==> src/sv/pstl_pkg.sv <==
// Shared types and constants for the priority-sorted task list.
// Holds command and status codes and the controller/datapath interface structs.
// No dependencies.
`default_nettype none

package pstl_pkg;

	// Field widths fixed by the request and result formats
	localparam int ID_W  = 8;
	localparam int PRI_W = 8;
	localparam int CMD_W = 2;
	localparam int ST_W  = 2;
	localparam int POS_W = 6;

	// Request operation codes
	localparam logic [CMD_W-1:0] CMD_INSERT = 2'd0;
	localparam logic [CMD_W-1:0] CMD_REMOVE = 2'd1;
	localparam logic [CMD_W-1:0] CMD_LIST   = 2'd2;

	// Result status codes
	localparam logic [ST_W-1:0] ST_OK       = 2'd0;
	localparam logic [ST_W-1:0] ST_FULL     = 2'd1;
	localparam logic [ST_W-1:0] ST_NOTFOUND = 2'd2;
	localparam logic [ST_W-1:0] ST_EMPTY    = 2'd3;

	// Commands from the controller to the datapath
	typedef struct packed {
		logic capture;    // latch request, compare against every cell
		logic apply;      // shift cells for insert/remove and load the result
		logic list_step;  // load the next listed entry into the result register
	} pstl_cmd_t;

	// Status from the datapath to the controller
	typedef struct packed {
		logic empty;      // no entries held
		logic list_last;  // list pointer sits on the final entry
	} pstl_stat_t;

endpackage

`default_nettype wire

==> src/sv/priority_sorted_task_list.sv <==
// Priority-sorted task list: keeps up to DEPTH tasks ordered by descending
// priority, equal priorities in order of arrival.
// Request channel s_axis: tuser carries the operation (insert, remove, list),
// tdata the task identifier and priority. Result channel m_axis: tuser carries
// the status, tdata the identifier, priority and position, tlast marks the
// final result of a request.
// For insert and remove, the request edge compares it against every cell at
// once; the apply step then shifts the cell chain and loads the result
// register. A list request is captured first, then each listed entry passes
// in turn through the single result register (a single empty-status result
// when the list is empty).
// A request is taken only while no earlier request is still in progress; a
// result waiting in the output register does not block the next request.
// When the receiver stalls, the result register holds and the block waits
// with the next shift or list step until it is taken.
// Reset empties the list at once; no clearing pass is needed.
// Depends on pstl_pkg, pstl_ctrl and pstl_datapath.
`default_nettype none

module priority_sorted_task_list #(
	parameter int DEPTH = 16
) (
	input  wire         clk,
	input  wire         arst_n,
	input  wire         s_axis_tvalid,
	output logic        s_axis_tready,
	input  wire  [15:0] s_axis_tdata,   // [7:0] task_id, [15:8] priority_req
	input  wire  [1:0]  s_axis_tuser,   // [1:0] cmd
	output logic        m_axis_tvalid,
	input  wire         m_axis_tready,
	output logic [23:0] m_axis_tdata,   // [7:0] out_id, [15:8] out_priority,
	                                    // [21:16] position, [23:22] zero
	output logic [1:0]  m_axis_tuser,   // [1:0] status
	output logic        m_axis_tlast
);
	import pstl_pkg::*;

	pstl_cmd_t         cmd;
	pstl_stat_t        stat;
	logic [ID_W-1:0]   res_id;
	logic [PRI_W-1:0]  res_pri;
	logic [POS_W-1:0]  res_pos;

	pstl_ctrl u_ctrl (
		.clk       (clk),
		.arst_n    (arst_n),
		.in_valid  (s_axis_tvalid),
		.in_ready  (s_axis_tready),
		.in_cmd    (s_axis_tuser),
		.out_valid (m_axis_tvalid),
		.out_ready (m_axis_tready),
		.cmd       (cmd),
		.stat      (stat)
	);

	pstl_datapath #(
		.DEPTH (DEPTH)
	) u_datapath (
		.clk        (clk),
		.arst_n     (arst_n),
		.cmd        (cmd),
		.stat       (stat),
		.in_cmd     (s_axis_tuser),
		.in_id      (s_axis_tdata[7:0]),
		.in_pri     (s_axis_tdata[15:8]),
		.res_status (m_axis_tuser),
		.res_id     (res_id),
		.res_pri    (res_pri),
		.res_pos    (res_pos),
		.res_last   (m_axis_tlast)
	);

	// Pack the result fields, lowest first
	assign m_axis_tdata = {2'b00, res_pos, res_pri, res_id};

endmodule

`default_nettype wire

==> src/sv/pstl_ctrl.sv <==
// Controller state machine of the priority-sorted task list.
// Runs the request handshake and the result valid flag; drives the datapath.
// Depends on pstl_pkg.
`default_nettype none

module pstl_ctrl (
	input  wire                    clk,
	input  wire                    arst_n,
	input  wire                    in_valid,
	output logic                   in_ready,
	input  wire [pstl_pkg::CMD_W-1:0] in_cmd,
	output logic                   out_valid,
	input  wire                    out_ready,
	output pstl_pkg::pstl_cmd_t    cmd,
	input  pstl_pkg::pstl_stat_t   stat
);
	import pstl_pkg::*;

	localparam logic [1:0] S_IDLE  = 2'd0;
	localparam logic [1:0] S_APPLY = 2'd1;
	localparam logic [1:0] S_LIST  = 2'd2;

	logic [1:0] state_q;
	logic [1:0] state_d;
	logic       valid_q;
	logic       out_free;
	logic       accept;

	assign out_free  = !valid_q || out_ready;
	assign in_ready  = (state_q == S_IDLE);
	assign accept    = in_valid && in_ready;
	assign out_valid = valid_q;

	// Decode next state and datapath commands
	always_comb begin
		state_d        = state_q;
		cmd.capture    = 1'b0;
		cmd.apply      = 1'b0;
		cmd.list_step  = 1'b0;
		unique case (state_q)
			S_IDLE: begin
				if (accept) begin
					cmd.capture = 1'b1;
					if (in_cmd == CMD_INSERT || in_cmd == CMD_REMOVE) begin
						state_d = S_APPLY;
					end else if (in_cmd == CMD_LIST) begin
						state_d = S_LIST;
					end
				end
			end
			S_APPLY: begin
				if (out_free) begin
					cmd.apply = 1'b1;
					state_d   = S_IDLE;
				end
			end
			S_LIST: begin
				if (out_free) begin
					cmd.list_step = 1'b1;
					if (stat.empty || stat.list_last) begin
						state_d = S_IDLE;
					end
				end
			end
			default: begin
				state_d = S_IDLE;
			end
		endcase
	end

	// Advance state
	always_ff @(posedge clk or negedge arst_n) begin
		if (!arst_n) begin
			state_q <= S_IDLE;
		end else begin
			state_q <= state_d;
		end
	end

	// Hold result valid until taken; set on every loaded result
	always_ff @(posedge clk or negedge arst_n) begin
		if (!arst_n) begin
			valid_q <= 1'b0;
		end else if (cmd.apply || cmd.list_step) begin
			valid_q <= 1'b1;
		end else if (out_ready) begin
			valid_q <= 1'b0;
		end
	end

endmodule

`default_nettype wire

==> src/sv/pstl_datapath.sv <==
// Datapath of the priority-sorted task list: the chain of entry cells,
// the per-cell compare masks, the list pointer and the result register.
// Depends on pstl_pkg.
`default_nettype none

module pstl_datapath #(
	parameter int DEPTH = 16
) (
	input  wire                         clk,
	input  wire                         arst_n,
	input  pstl_pkg::pstl_cmd_t         cmd,
	output pstl_pkg::pstl_stat_t        stat,
	input  wire [pstl_pkg::CMD_W-1:0]   in_cmd,
	input  wire [pstl_pkg::ID_W-1:0]    in_id,
	input  wire [pstl_pkg::PRI_W-1:0]   in_pri,
	output logic [pstl_pkg::ST_W-1:0]   res_status,
	output logic [pstl_pkg::ID_W-1:0]   res_id,
	output logic [pstl_pkg::PRI_W-1:0]  res_pri,
	output logic [pstl_pkg::POS_W-1:0]  res_pos,
	output logic                        res_last
);
	import pstl_pkg::*;

	localparam int IW = $clog2(DEPTH);
	localparam int CW = $clog2(DEPTH + 1);

	// Entry cells, ordered head first
	logic [ID_W-1:0]  id_q  [DEPTH];
	logic [PRI_W-1:0] pri_q [DEPTH];
	logic [ID_W-1:0]  id_d  [DEPTH];
	logic [PRI_W-1:0] pri_d [DEPTH];
	logic [CW-1:0]    count_q;

	// Captured request and compare masks
	logic [CMD_W-1:0] req_cmd_q;
	logic [ID_W-1:0]  req_id_q;
	logic [PRI_W-1:0] req_pri_q;
	logic [DEPTH-1:0] ge_q;
	logic [DEPTH-1:0] match_q;
	logic [DEPTH-1:0] ge_d;
	logic [DEPTH-1:0] match_d;

	logic [IW-1:0]    list_idx_q;
	logic [IW-1:0]    slot_ins;
	logic [IW-1:0]    slot_rm;
	logic             found;
	logic             full;
	logic             do_ins;
	logic             do_rm;

	assign full           = (count_q == CW'(DEPTH));
	assign found          = |match_q;
	assign do_ins         = cmd.apply && (req_cmd_q == CMD_INSERT) && !full;
	assign do_rm          = cmd.apply && (req_cmd_q == CMD_REMOVE) && found;
	assign stat.empty     = (count_q == '0);
	assign stat.list_last = ((CW'(list_idx_q) + CW'(1)) == count_q);

	// Compare the incoming request against every occupied cell
	always_comb begin
		for (int i = 0; i < DEPTH; i++) begin
			ge_d[i]    = (CW'(i) < count_q) && (pri_q[i] >= in_pri);
			match_d[i] = (CW'(i) < count_q) && (id_q[i] == in_id);
		end
	end

	// Locate insert slot (first cell not ahead) and first matching cell
	always_comb begin
		slot_ins = '0;
		slot_rm  = '0;
		for (int i = DEPTH - 1; i >= 0; i--) begin
			if (!ge_q[i]) begin
				slot_ins = IW'(i);
			end
			if (match_q[i]) begin
				slot_rm = IW'(i);
			end
		end
	end

	// Shift the cell chain: open a gap on insert, close it on remove
	always_comb begin
		for (int i = 0; i < DEPTH; i++) begin
			id_d[i]  = id_q[i];
			pri_d[i] = pri_q[i];
			if (do_ins) begin
				if (IW'(i) == slot_ins) begin
					id_d[i]  = req_id_q;
					pri_d[i] = req_pri_q;
				end else if (i > 0 && IW'(i) > slot_ins) begin
					id_d[i]  = id_q[(i > 0) ? i - 1 : 0];
					pri_d[i] = pri_q[(i > 0) ? i - 1 : 0];
				end
			end else if (do_rm) begin
				if (i < DEPTH - 1 && IW'(i) >= slot_rm) begin
					id_d[i]  = id_q[(i < DEPTH - 1) ? i + 1 : i];
					pri_d[i] = pri_q[(i < DEPTH - 1) ? i + 1 : i];
				end
			end
		end
	end

	always_ff @(posedge clk) begin
		for (int i = 0; i < DEPTH; i++) begin
			id_q[i]  <= id_d[i];
			pri_q[i] <= pri_d[i];
		end
	end

	// Track occupancy
	always_ff @(posedge clk or negedge arst_n) begin
		if (!arst_n) begin
			count_q <= '0;
		end else if (do_ins) begin
			count_q <= count_q + CW'(1);
		end else if (do_rm) begin
			count_q <= count_q - CW'(1);
		end
	end

	// Advance the list pointer, restart it on each new request
	always_ff @(posedge clk or negedge arst_n) begin
		if (!arst_n) begin
			list_idx_q <= '0;
		end else if (cmd.capture) begin
			list_idx_q <= '0;
		end else if (cmd.list_step && !stat.list_last && !stat.empty) begin
			list_idx_q <= list_idx_q + IW'(1);
		end
	end

	// Latch the request and its masks
	always_ff @(posedge clk) begin
		if (cmd.capture) begin
			req_cmd_q <= in_cmd;
			req_id_q  <= in_id;
			req_pri_q <= in_pri;
			ge_q      <= ge_d;
			match_q   <= match_d;
		end
	end

	// Load the result register
	always_ff @(posedge clk) begin
		if (cmd.apply) begin
			res_last <= 1'b1;
			res_id   <= req_id_q;
			if (req_cmd_q == CMD_INSERT) begin
				res_status <= full ? ST_FULL : ST_OK;
				res_pri    <= req_pri_q;
				res_pos    <= full ? '0 : POS_W'(slot_ins);
			end else if (found) begin
				res_status <= ST_OK;
				res_pri    <= pri_q[slot_rm];
				res_pos    <= POS_W'(slot_rm);
			end else begin
				res_status <= ST_NOTFOUND;
				res_pri    <= '0;
				res_pos    <= '0;
			end
		end else if (cmd.list_step) begin
			if (stat.empty) begin
				res_status <= ST_EMPTY;
				res_id     <= '0;
				res_pri    <= '0;
				res_pos    <= '0;
				res_last   <= 1'b1;
			end else begin
				res_status <= ST_OK;
				res_id     <= id_q[list_idx_q];
				res_pri    <= pri_q[list_idx_q];
				res_pos    <= POS_W'(list_idx_q);
				res_last   <= stat.list_last;
			end
		end
	end

endmodule

`default_nettype wire
==> config.mk <==
export PLATFORM = sky130hd
export DESIGN_NAME = priority_sorted_task_list
export DESIGN_NICKNAME = d
export VERILOG_FILES = /design/src/sv/pstl_pkg.sv /design/src/sv/priority_sorted_task_list.sv /design/src/sv/pstl_ctrl.sv /design/src/sv/pstl_datapath.sv
export SDC_FILE = /design/constraint.sdc
export NUM_CORES = 1
export LEC_CHECK = 0
export BUFFER_PORTS_ARGS = -buffer_cell sky130_fd_sc_hd__buf_2
export CAP_MARGIN = 10
export CORE_MARGIN = 3
export CORE_UTILIZATION = 45
export CTS_CLUSTER_SIZE = 20
export DETAILED_ROUTE_END_ITERATION = 8
export PLACE_DENSITY_LB_ADDON = 0.08
export SLEW_MARGIN = 20
export SYNTH_ARGS = -nofsm -noshare
export SYNTH_HDL_FRONTEND = slang
export SYNTH_SLANG_ARGS = --single-unit
export TNS_END_PERCENT = 100
==> constraint.sdc <==
create_clock -name clk -period 6.7 [get_ports clk]
set_clock_uncertainty 0.15 [all_clocks]
set_input_delay 1.005 -clock clk [delete_from_list [all_inputs] [get_ports clk]]
set_output_delay 1.005 -clock clk [all_outputs]
set_load 0.01 [all_outputs]
After elaboration in Yosys (flattened, before gate mapping). Memories as Yosys holds them, arrays and structs flattened. Index checks and enable logic that the tools add are counted.

Bits in latches: 0. Memories: 2. Memory bits (read-only): 0. Flip-flop bits (word level): 87. RAM bits: 256.

Memory list: u_datapath.id_q (words 16, width 8, rd ports 17, clocked after memory_dff 0, wr ports 16, line pstl_datapath.sv:28) `logic [ID_W-1:0] id_q [DEPTH];`; u_datapath.pri_q (words 16, width 8, rd ports 18, clocked after memory_dff 0, wr ports 16, line pstl_datapath.sv:29) `logic [PRI_W-1:0] pri_q [DEPTH];`.

Shift-type cells: 0. Reduce and logical (&&, ||, !) cells: 58. $lt $le $gt $ge: 62. Divide/modulo/power cells: 0. $mul: 0. $add $sub $neg: 4. Bitwise logic cells: 0. Eq/ne operators: 43. Mux-type cells: 225.

Operators by type and width (count): $mux 8 (162); $mux 4 (38); $eq 8x8->1 (16); $ge 8x8->1 (16); $lt 4x5->1 const A (8); $logic_and 1x1->1 (39); $eq 4x4->1 const A (8); $gt 4x4->1 const A (8); $ge 4x4->1 const A (7); $mux 2 (11); $lt 3x5->1 const A (4); $eq 3x4->1 const A (4); $ge 3x4->1 const A (4); $gt 3x4->1 const A (4); $reduce_or 16->1 (1); $mux 6 (2); $lt 1x5->1 const A (2); $lt 2x5->1 const A (2); $mux 5 (2); $mux 1 (9); $eq 2x4->1 const A (2); $ge 1x4->1 const A (2); $ge 2x4->1 const A (2); $gt 2x4->1 const A (2); 21 further kinds (37).

Logic depth before layout (Yosys ltp). Gate-level depths: netlist (run 1).

Word-level depth: 20. Gate-level depth with buffers: 11.

By module. A second synthesis (run 1) with hierarchy kept.

Cells, all modules: 2234. Area, all modules: 24109.4 µm².

Modules (own cells, without submodules): pstl_datapath (instances 1, area an instance 23925.4 µm², sequential area each 10094.7 µm², cells each 2213); pstl_ctrl (instances 1, area an instance 165.2 µm², sequential area each 75.1 µm², cells each 18); priority_sorted_task_list (instances 1, area an instance 18.8 µm², sequential area each 0.0 µm², cells each 3).

Worst setup path after synthesis (run 1). Ideal clock, no wire load.

Path type: input to register. Start: input m_axis_tready. End: memory u_datapath.id_q[14][0], enable pin. Setup slack: 2.731 ns. Data required time: 6.133 ns. Cell stages on the path: 9. Data arrival time: 3.402 ns. Path buffers: 2. Cell sequence: nor2b_1 nor4_1 nand2_1 buf_2 clkbuf_1 nor2_1 nand3_1 nor2_1 a221oi_1.

RTL lines: start: declaration (line priority_sorted_task_list.sv:30) `input wire m_axis_tready,`; end: declaration (line pstl_datapath.sv:28).

==> results.md, run 1 <==
* Outcome: complete, no violations
* Max Freq at 0.227 GHz
* Worst hold path type: input port to asynchronous set/reset pin
* IO buf count at 46
* Largest net degree at the start of global routing at 104
* CP endpoint kind: flop
* Register area at 10200 um2
* First drt pass iteration count at 5
* Synth Instances at 2282
* Seq/Total Area, Yosys at between 40% and 50%
* Post-cts gate resize count at 0
* Fin crit share at roughly 66%
* DRT antenna net count at 0
* Worst-path fanout max at 80
* Routed len/inst at approximately 29 um
* Grt ovf at 0
* CTS hold repair buffers at 0
* Htree depth at 2
* Layout area overhead at 9.10%
* FFs w/ async S/R, synth at 3.52%
* # setup viols final at 0
* Unique cell type count in the Yosys netlist at 76
* CTS tree: yes
* DRT iter0 DRCs at approximately 2600
* Clock buffer count from CTS at 43
* Worst slew pin tran at 1.14 ns
* Critical Path Source Type: flop
* DIE HEIGHT at about 240 um
* Setup TNS at 0 ns
* Root Driver: clkbuf_16
* CTS Buffer Depth at 3
* Drt total wl at around 84000 um
* Power per cell area at 342 nW/um2
* DRC Markers at 0
* CTS clk-pin slew, worst paths at 0.06 ns
* Post-CTS setup repair buffer count at 0
* Syn_area_per_cell at roughly 10 um2
* IO Count at 51
* Number of global-route vias before repair at 18000
* Area of the die at 55700 um2
* Slew headroom at 23.6%
* Starting density of the core at 45.9%
* Req. time, crit path at 6.93 ns
* Worst setup margin at 2.30 ns
* Final hold viol count at 0
* Area of the multi-input gates at 12900 um2
* Share of cells above drive strength 1 at 12.4%
* Synth warnings at 0
* Prevailing post-synth register cell: edfxtp_1
* Crit Path Category: flop to flop
* Via count at 19100
* Clk sinks at 341
* Layout Nets at 2396
* Critical Path AT at 4.63 ns
* Max Cap Viol at 0
* FILL cells at between 4000 and 5000
* EDFF count, synth at 328
* Clock latency on the worst-skew pair at roughly 0.57 ns
* CORE AREA at 51800 um2
* Die Wd at 236 um
* Post-synthesis register bit count at 341
* RSZ-0062 raised after global routing: no
* Placement row count at 83
* Final Wtd Congestion at between 0.9 and 1
* P_leak at 0.00973 uW
* Number of antenna violations at the first check in global routing at 2
* Max Slew Vio Count at 0
* Pre-CTS WS at 1.92 ns
* Fin crit period at 4.40 ns
* All-Layer GR Usage at 29.4%
* Ant diodes at 0
* Post-DP HPWL at 60200 um
* Netlist Area Pre-Place at 23800 um2
* First-pass GRT wire length at approximately 120000 um
* Vias per cell at 6.47
* VDD IR max at around 0.20 mV
## critical path, cell delays in order (launching register included)
cell and delay (ns):
dfrtp_1 0.65, inv_1 0.19, ha_1 0.34, nand3_1 0.16, nand2_4 0.39, inv_6 0.64, buf_4 0.82, nand2_1 0.40
o211ai_1 0.27
## layout make-up
cell class              count  share of cell area [%]
clock buffers              55                    4.52
clock inverters            21                   0.747
inverters                  45                   0.670
multi-input cells        1729                    49.6
flip-flops and latches    341                    39.2
well taps                 680                    3.28
repair buffers             82                    1.99
## report_power, final
| group | switching (uW) | internal [uW] |
|---|---|---|
| Clock | 937 | 1380 |
| Combinational | 1900 | 1130 |
| Sequential | 625 | 2910 |
| Total | 3470 | 5420 |
## layer usage
metal	routed length (um)	part of all wire, %	vias to the layer above	GRT usage (%)
li1	-	-	8501	-
met1	38000	45	9386	45.5
met2	33900	40	1077	39.0
met3	10000	12	142	8.92
met4	2290	2.7	4	8.52
met5	27	0.032	-	0
## state kept, by name, indices dropped and copies added (netlist names), 4 cells and up
| signal | flops |
|---|---|
| u_datapath.list_idx_q | 4 |
| u_datapath.ge_q | 16 |
| u_datapath.res_pos | 4 |
| u_datapath.count_q | 5 |
| u_datapath.id_q | 128 |
| u_datapath.match_q | 16 |
| u_datapath.res_id | 8 |
| u_datapath.pri_q | 128 |
| u_datapath.req_pri_q | 8 |
| u_datapath.req_id_q | 8 |
| u_datapath.res_pri | 8 |
## cell usage in the layout (no fill, tap or decap), types with 5 or more instances in the layout
cell       netlist  routed
nand2_1        330     329
edfxtp_1       328     328
o21ai_0        157     156
mux2i_1        147     147
ha_1           132     132
nor2_1         119     118
a21oi_1        123     118
xnor2_1        115     115
nand3_1        112     111
mux4_2          80      80
o211ai_1        80      80
buf_2           25      46
clkbuf_16        0      45
inv_1           43      42
nand4_1         36      36
buf_4           10      34
nor3_1          27      27
xor2_1          24      24
nand2b_1        23      23
mux2_2          21      21
nor2b_1         21      20
a21o_1          18      18
a31oi_1         17      16
o221ai_1        15      15
a22oi_1         12      11
dfrtp_1         12      10
o31ai_1          9       9
nor4_1          10       9
clkbuf_1       117       9
clkinv_1         0       9
a22o_1           8       8
a32oi_1          8       8
clkinv_2         0       8
o21ai_1          6       7
a221oi_1         6       5
a21oi_2          1       5
and3_1           5       5
nand3b_1         5       5
## synthesized netlist by cell type (18+ instances only)
cell type | number | area (um2)
a21o_1 | 18 | 135
a21oi_1 | 123 | 616
buf_2 | 25 | 125
clkbuf_1 | 117 | 439
edfxtp_1 | 328 | 9850
ha_1 | 132 | 1650
inv_1 | 43 | 161
mux2_2 | 21 | 236
mux2i_1 | 147 | 1470
mux4_2 | 80 | 1800
nand2_1 | 330 | 1240
nand2b_1 | 23 | 144
nand3_1 | 112 | 561
nand4_1 | 36 | 225
nor2_1 | 119 | 447
nor2b_1 | 21 | 131
nor3_1 | 27 | 135
o211ai_1 | 80 | 601
o21ai_0 | 157 | 786
xnor2_1 | 115 | 1010
xor2_1 | 24 | 210
## metrics by stage
| stage | power [uW] | utilization (%) | hold WS [ns] | cell area [um2] | std cells |
|---|---|---|---|---|---|
| CTS | 8830 | 50.0 | 0.167 | 25900 | 2952 |
| global placement | 6460 | 47.4 | 0.309 | 24500 | 2875 |
| finish | 8890 | 50.1 | 0.197 | 26000 | 2953 |
| floorplan | 5270 | - | 0.355 | 23800 | 2285 |
| global route | 9270 | 50.1 | 0.194 | 26000 | 2953 |
| detailed placement | 6500 | 47.4 | 0.326 | 24600 | 2876 |
## logic make-up (layout without fill, tap and decap cells)
group	count (synthesis)	in the layout	share of synthesized area (%)
compound gates	495	495	13.1
xor+xnor	139	139	5.12
fa+ha+maj	132	132	6.94
buf+inv	215	203	3.90
flops	341	341	42.7
mux	248	248	14.7
other cells	1	4	0.0158
simple gates	711	711	13.4
## final timing paths
check,from,to,slack [ns],depth (start not counted)
worst max-delay path,u_datapath.count_q[0]$_DFFE_PN0P_,u_datapath.id_q[5][0]$_DFFE_PP_,2.30,8
max in group asynchronous,arst_n,u_datapath.list_idx_q[1]$_DFFE_PN0P_,5.90,1
worst min-delay path,arst_n,u_ctrl.state_q[0]$_DFFE_PN0P_,0.20,1
min in group clk,u_datapath.res_last$_SDFFE_PP1P_,u_datapath.res_last$_SDFFE_PP1P_,0.33,2
worst min register to register,u_datapath.res_last$_SDFFE_PP1P_,u_datapath.res_last$_SDFFE_PP1P_,0.33,2
worst max register to register,u_datapath.count_q[0]$_DFFE_PN0P_,u_datapath.id_q[5][0]$_DFFE_PP_,2.30,8
(Power assumes the default switching activity.)
==> run 2: changes to the inputs <==
--- a/config.mk
+++ b/config.mk
@@ -5,6 +5,7 @@
 export SDC_FILE = /design/constraint.sdc
 export NUM_CORES = 1
 export LEC_CHECK = 0
+export ABC_AREA = 1
 export BUFFER_PORTS_ARGS = -buffer_cell sky130_fd_sc_hd__buf_2
 export CAP_MARGIN = 10
 export CORE_MARGIN = 3
==> constraint.sdc (replaced) <==
create_clock -name clk -period 3.5 [get_ports clk]
set_clock_uncertainty 0.15 [all_clocks]
set_input_delay 0.525 -clock clk [delete_from_list [all_inputs] [get_ports clk]]
set_output_delay 0.525 -clock clk [all_outputs]
set_load 0.01 [all_outputs]
==> results.md, run 2 <==
* CP endpoint kind: flop
* Critical Path AT at 3.41 ns
* XOR/XNOR Fraction of Synth Area at 2.98%
* Via count at 23400
* Post-cts gate resize count at 0
* Hold-critical path depth at 1
* Vias per cell at ~6.0
* First-pass GRT wire length at 137000 um
* Reg2reg end: u_datapath.res_pos[0]$_DFFE_PP_
* Clock buffer count from CTS at 43
* Max Slew Vio Count at 0
* WL met2 at ~40000 um
* Worst slew pin tran at 1.08 ns
* Seq pwr share at 36.5%
* Clock latency on the worst-skew pair at 0.59 ns
* Most common cell after layout, fill and taps aside: o21ai_0
* Clk pwr share at 26.9%
* Die Wd at 240 um
* CTS tree: yes
* CTS Buffer Depth at 3
* CTS clk-pin slew, worst paths at 0.06 ns
* Worst Min Path Start: s_axis_tuser[1]
* Crit Path Category: flop to flop
* Prevailing post-synth register cell: edfxtp_1
* Unique cell type count in the Yosys netlist at 59
* Slew headroom at 28.1%
* Hold endpoint: u_datapath.req_cmd_q[1]$_DFFE_PP_
* Met3 wire len at between 9000 and 10000 um
* Most frequent cells in the layout: o21ai_0, nand2_1, inv_1
* EDFF count, synth at 328
* Pint at 9250 uW
* Count leader, synth: o21ai_0
* DIE HEIGHT at approximately 240 um
* FILL cells at roughly 5200
* Largest net degree at the start of global routing at 180
* Fin crit period at 3.33 ns
* Seq/Total Area, Yosys at 41.3%
* Worst path max stage delay at 0.61 ns
* DRC Markers at 0
* Max Cap Viol at 0
* Post-DP HPWL at roughly 66000 um
* Netlist Area Pre-Place at 24700 um2
* Max layer used: met4
* Routed len/inst at 23.7 um
* Area of the die at 57600 um2
* Hold slack final at approximately 0.026 ns
* Biggest regs: u_datapath.id_q (128), u_datapath.pri_q (128)
* Critical Path Source Type: flop
* Placement row count at 85
* Wire length on met1 at 41100 um
* Synth warnings at 0
* Slowest-stage cell, CP: buf_12
* Post-CTS setup repair buffer count at 0
* First drt pass iteration count at 8
* Number of antenna violations at the first check in global routing at 0
* # setup viols final at 0
* Setup TNS at 0 ns
* Share of cells above drive strength 1 at 8.46%
* Worst hold path type: input port to flop
* Post-synth top area share at ~40%
* Comb pwr share at 36.6%
* CTS hold repair buffers at 9
* Layout Nets at 3290
* Outcome: complete, no violations
* Max Freq at 0.300 GHz
* Starting density of the core at 45.6%
* All-Layer GR Usage at 31.3%
* IO Count at 51
* Simple-gate share of the synthesized area at 15.4%
* R2r setup slk at ~0.17 ns
* Ant diodes at 0
* Mux share of post-synthesis cell area at 0%
* Switching Fraction at about two fifths
* IO buf count at 46
* Final hold viol count at 0
* Grt ovf at 0
* Post-synth top area cell: edfxtp_1
* Synth Instances at 3130
* Combinational family with the most area after synthesis: compound AO/OA/AOI/OAI gates
* Drt total wl at 91600 um
* FFs w/ async S/R, synth at 3.52%
* Reg-to-Reg Start: u_datapath.count_q[1]$_DFFE_PN0P_
* CORE AREA at 54000 um2
* RSZ-0062 raised after global routing: no
* Root Driver: clkbuf_16
* Layout area overhead at 11.1%
* Register-to-Register Path Depth at 9
* Fin crit share at a little over nine tenths
* VDD IR max at 0.372 mV
* Power per cell area at 580 nW/um2
* Crit-path cells: inv_1, ha_1, nand2_1, nor2_1, nor2_4, buf_4, inv_6, buf_12, o221ai_1
* Commonest cells in the netlist: o21ai_0, nand2_1, inv_1
* DRT antenna net count at 0
* Synth top area cells: edfxtp_1, o21ai_0, nand2_1
* DRT iter0 DRCs at 3301
* Req. time, crit path at 3.58 ns
* P_leak at 0.0114 uW
* Syn_area_per_cell at 7.88 um2
* Final Wtd Congestion at approximately 0.93
* Number of global-route vias before repair at 21700
* Post-Synth Adder-Cell Area at 6.70%
* Worst-path fanout max at 153
* Htree depth at 2
* Compound-Gate Fraction of Synth Area at a little under a quarter
* Post-synthesis register bit count at between 300 and 400
* Clk sinks at 341
* P_sw at around 6600 uW
==> run 2: worst max path at each step <==
stage / start / endpoint / slack [ns] / cells past startpoint
floorplan: m_axis_tready / u_datapath.id_q[2][0]$_DFFE_PP_ / 0.009 / 10
global placement: u_datapath.count_q[0]$_DFFE_PN0P_ / u_datapath.res_pos[1]$_DFFE_PP_ / 0.31 / 9
detailed placement: m_axis_tready / u_datapath.pri_q[6][0]$_DFFE_PP_ / 0.26 / 12
CTS: u_datapath.count_q[0]$_DFFE_PN0P_ / u_datapath.res_pos[1]$_DFFE_PP_ / 0.28 / 9
global route: u_datapath.ge_q[15]$_DFFE_PP_ / u_datapath.id_q[2][7]$_DFFE_PP_ / 0.09 / 16
finish: u_datapath.count_q[1]$_DFFE_PN0P_ / u_datapath.res_pos[0]$_DFFE_PP_ / 0.17 / 9
==> run 2: stage by stage <==
stage,instances,cell area [um2],power [uW],setup slack (ns),util (%)
global route,3865,27400,16600,0.0937,50.7
CTS,3865,27400,15700,0.284,50.7
floorplan,3133,24700,8920,0.00924,-
global placement,3778,26000,11400,0.315,48.1
finish,3865,27400,15900,0.172,50.7
detailed placement,3778,26000,11500,0.257,48.1
==> run 2: cells by family after synthesis <==
logic type	count (synthesis)
adder cells (fa/ha/maj)	132
AO/OA/AOI/OAI	1063
other	1
flip-flops	341
XOR/XNOR	84
AND/OR/NAND/NOR	869
buffers and inverters	640
==> run 2: cell type report <==
cell class	count	area [um2]	share of cell area, %
inverters	437	1650	6.01
clock inverters	22	143	0.521
clock buffers	56	1160	4.22
flip-flops and latches	341	10200	37.2
well taps	696	871	3.18
repair buffers	161	1290	4.72
multi-input cells	2152	12100	44.2
==> run 2: worst max-delay path, delay by kind of cell (launching register included) <==
kind / cells / cell delay [ns]
buf+inv: 4 / 1.16
simple gates: 3 / 0.49
flops: 1 / 0.46
compound gates: 1 / 0.43
fa+ha+maj: 1 / 0.24
==> run 2: power groups by stage <==
stage                     Sequential (uW)  Clock [uW]  Combinational (uW)
final                                5800        4270                5800
after global routing                 5840        4500                6250
after CTS                            5760        4340                5640
after detailed placement             5840           0                5610
after global placement               5830           0                5540
after floorplan                      5600           0                3310
==> run 2: metal layers <==
layer / track usage [%] / vias up
met5: 0 / -
met4: 9.23 / 0
met3: 5.14 / 165
met2: 46.0 / 1292
met1: 47.2 / 11000
li1: - / 10900
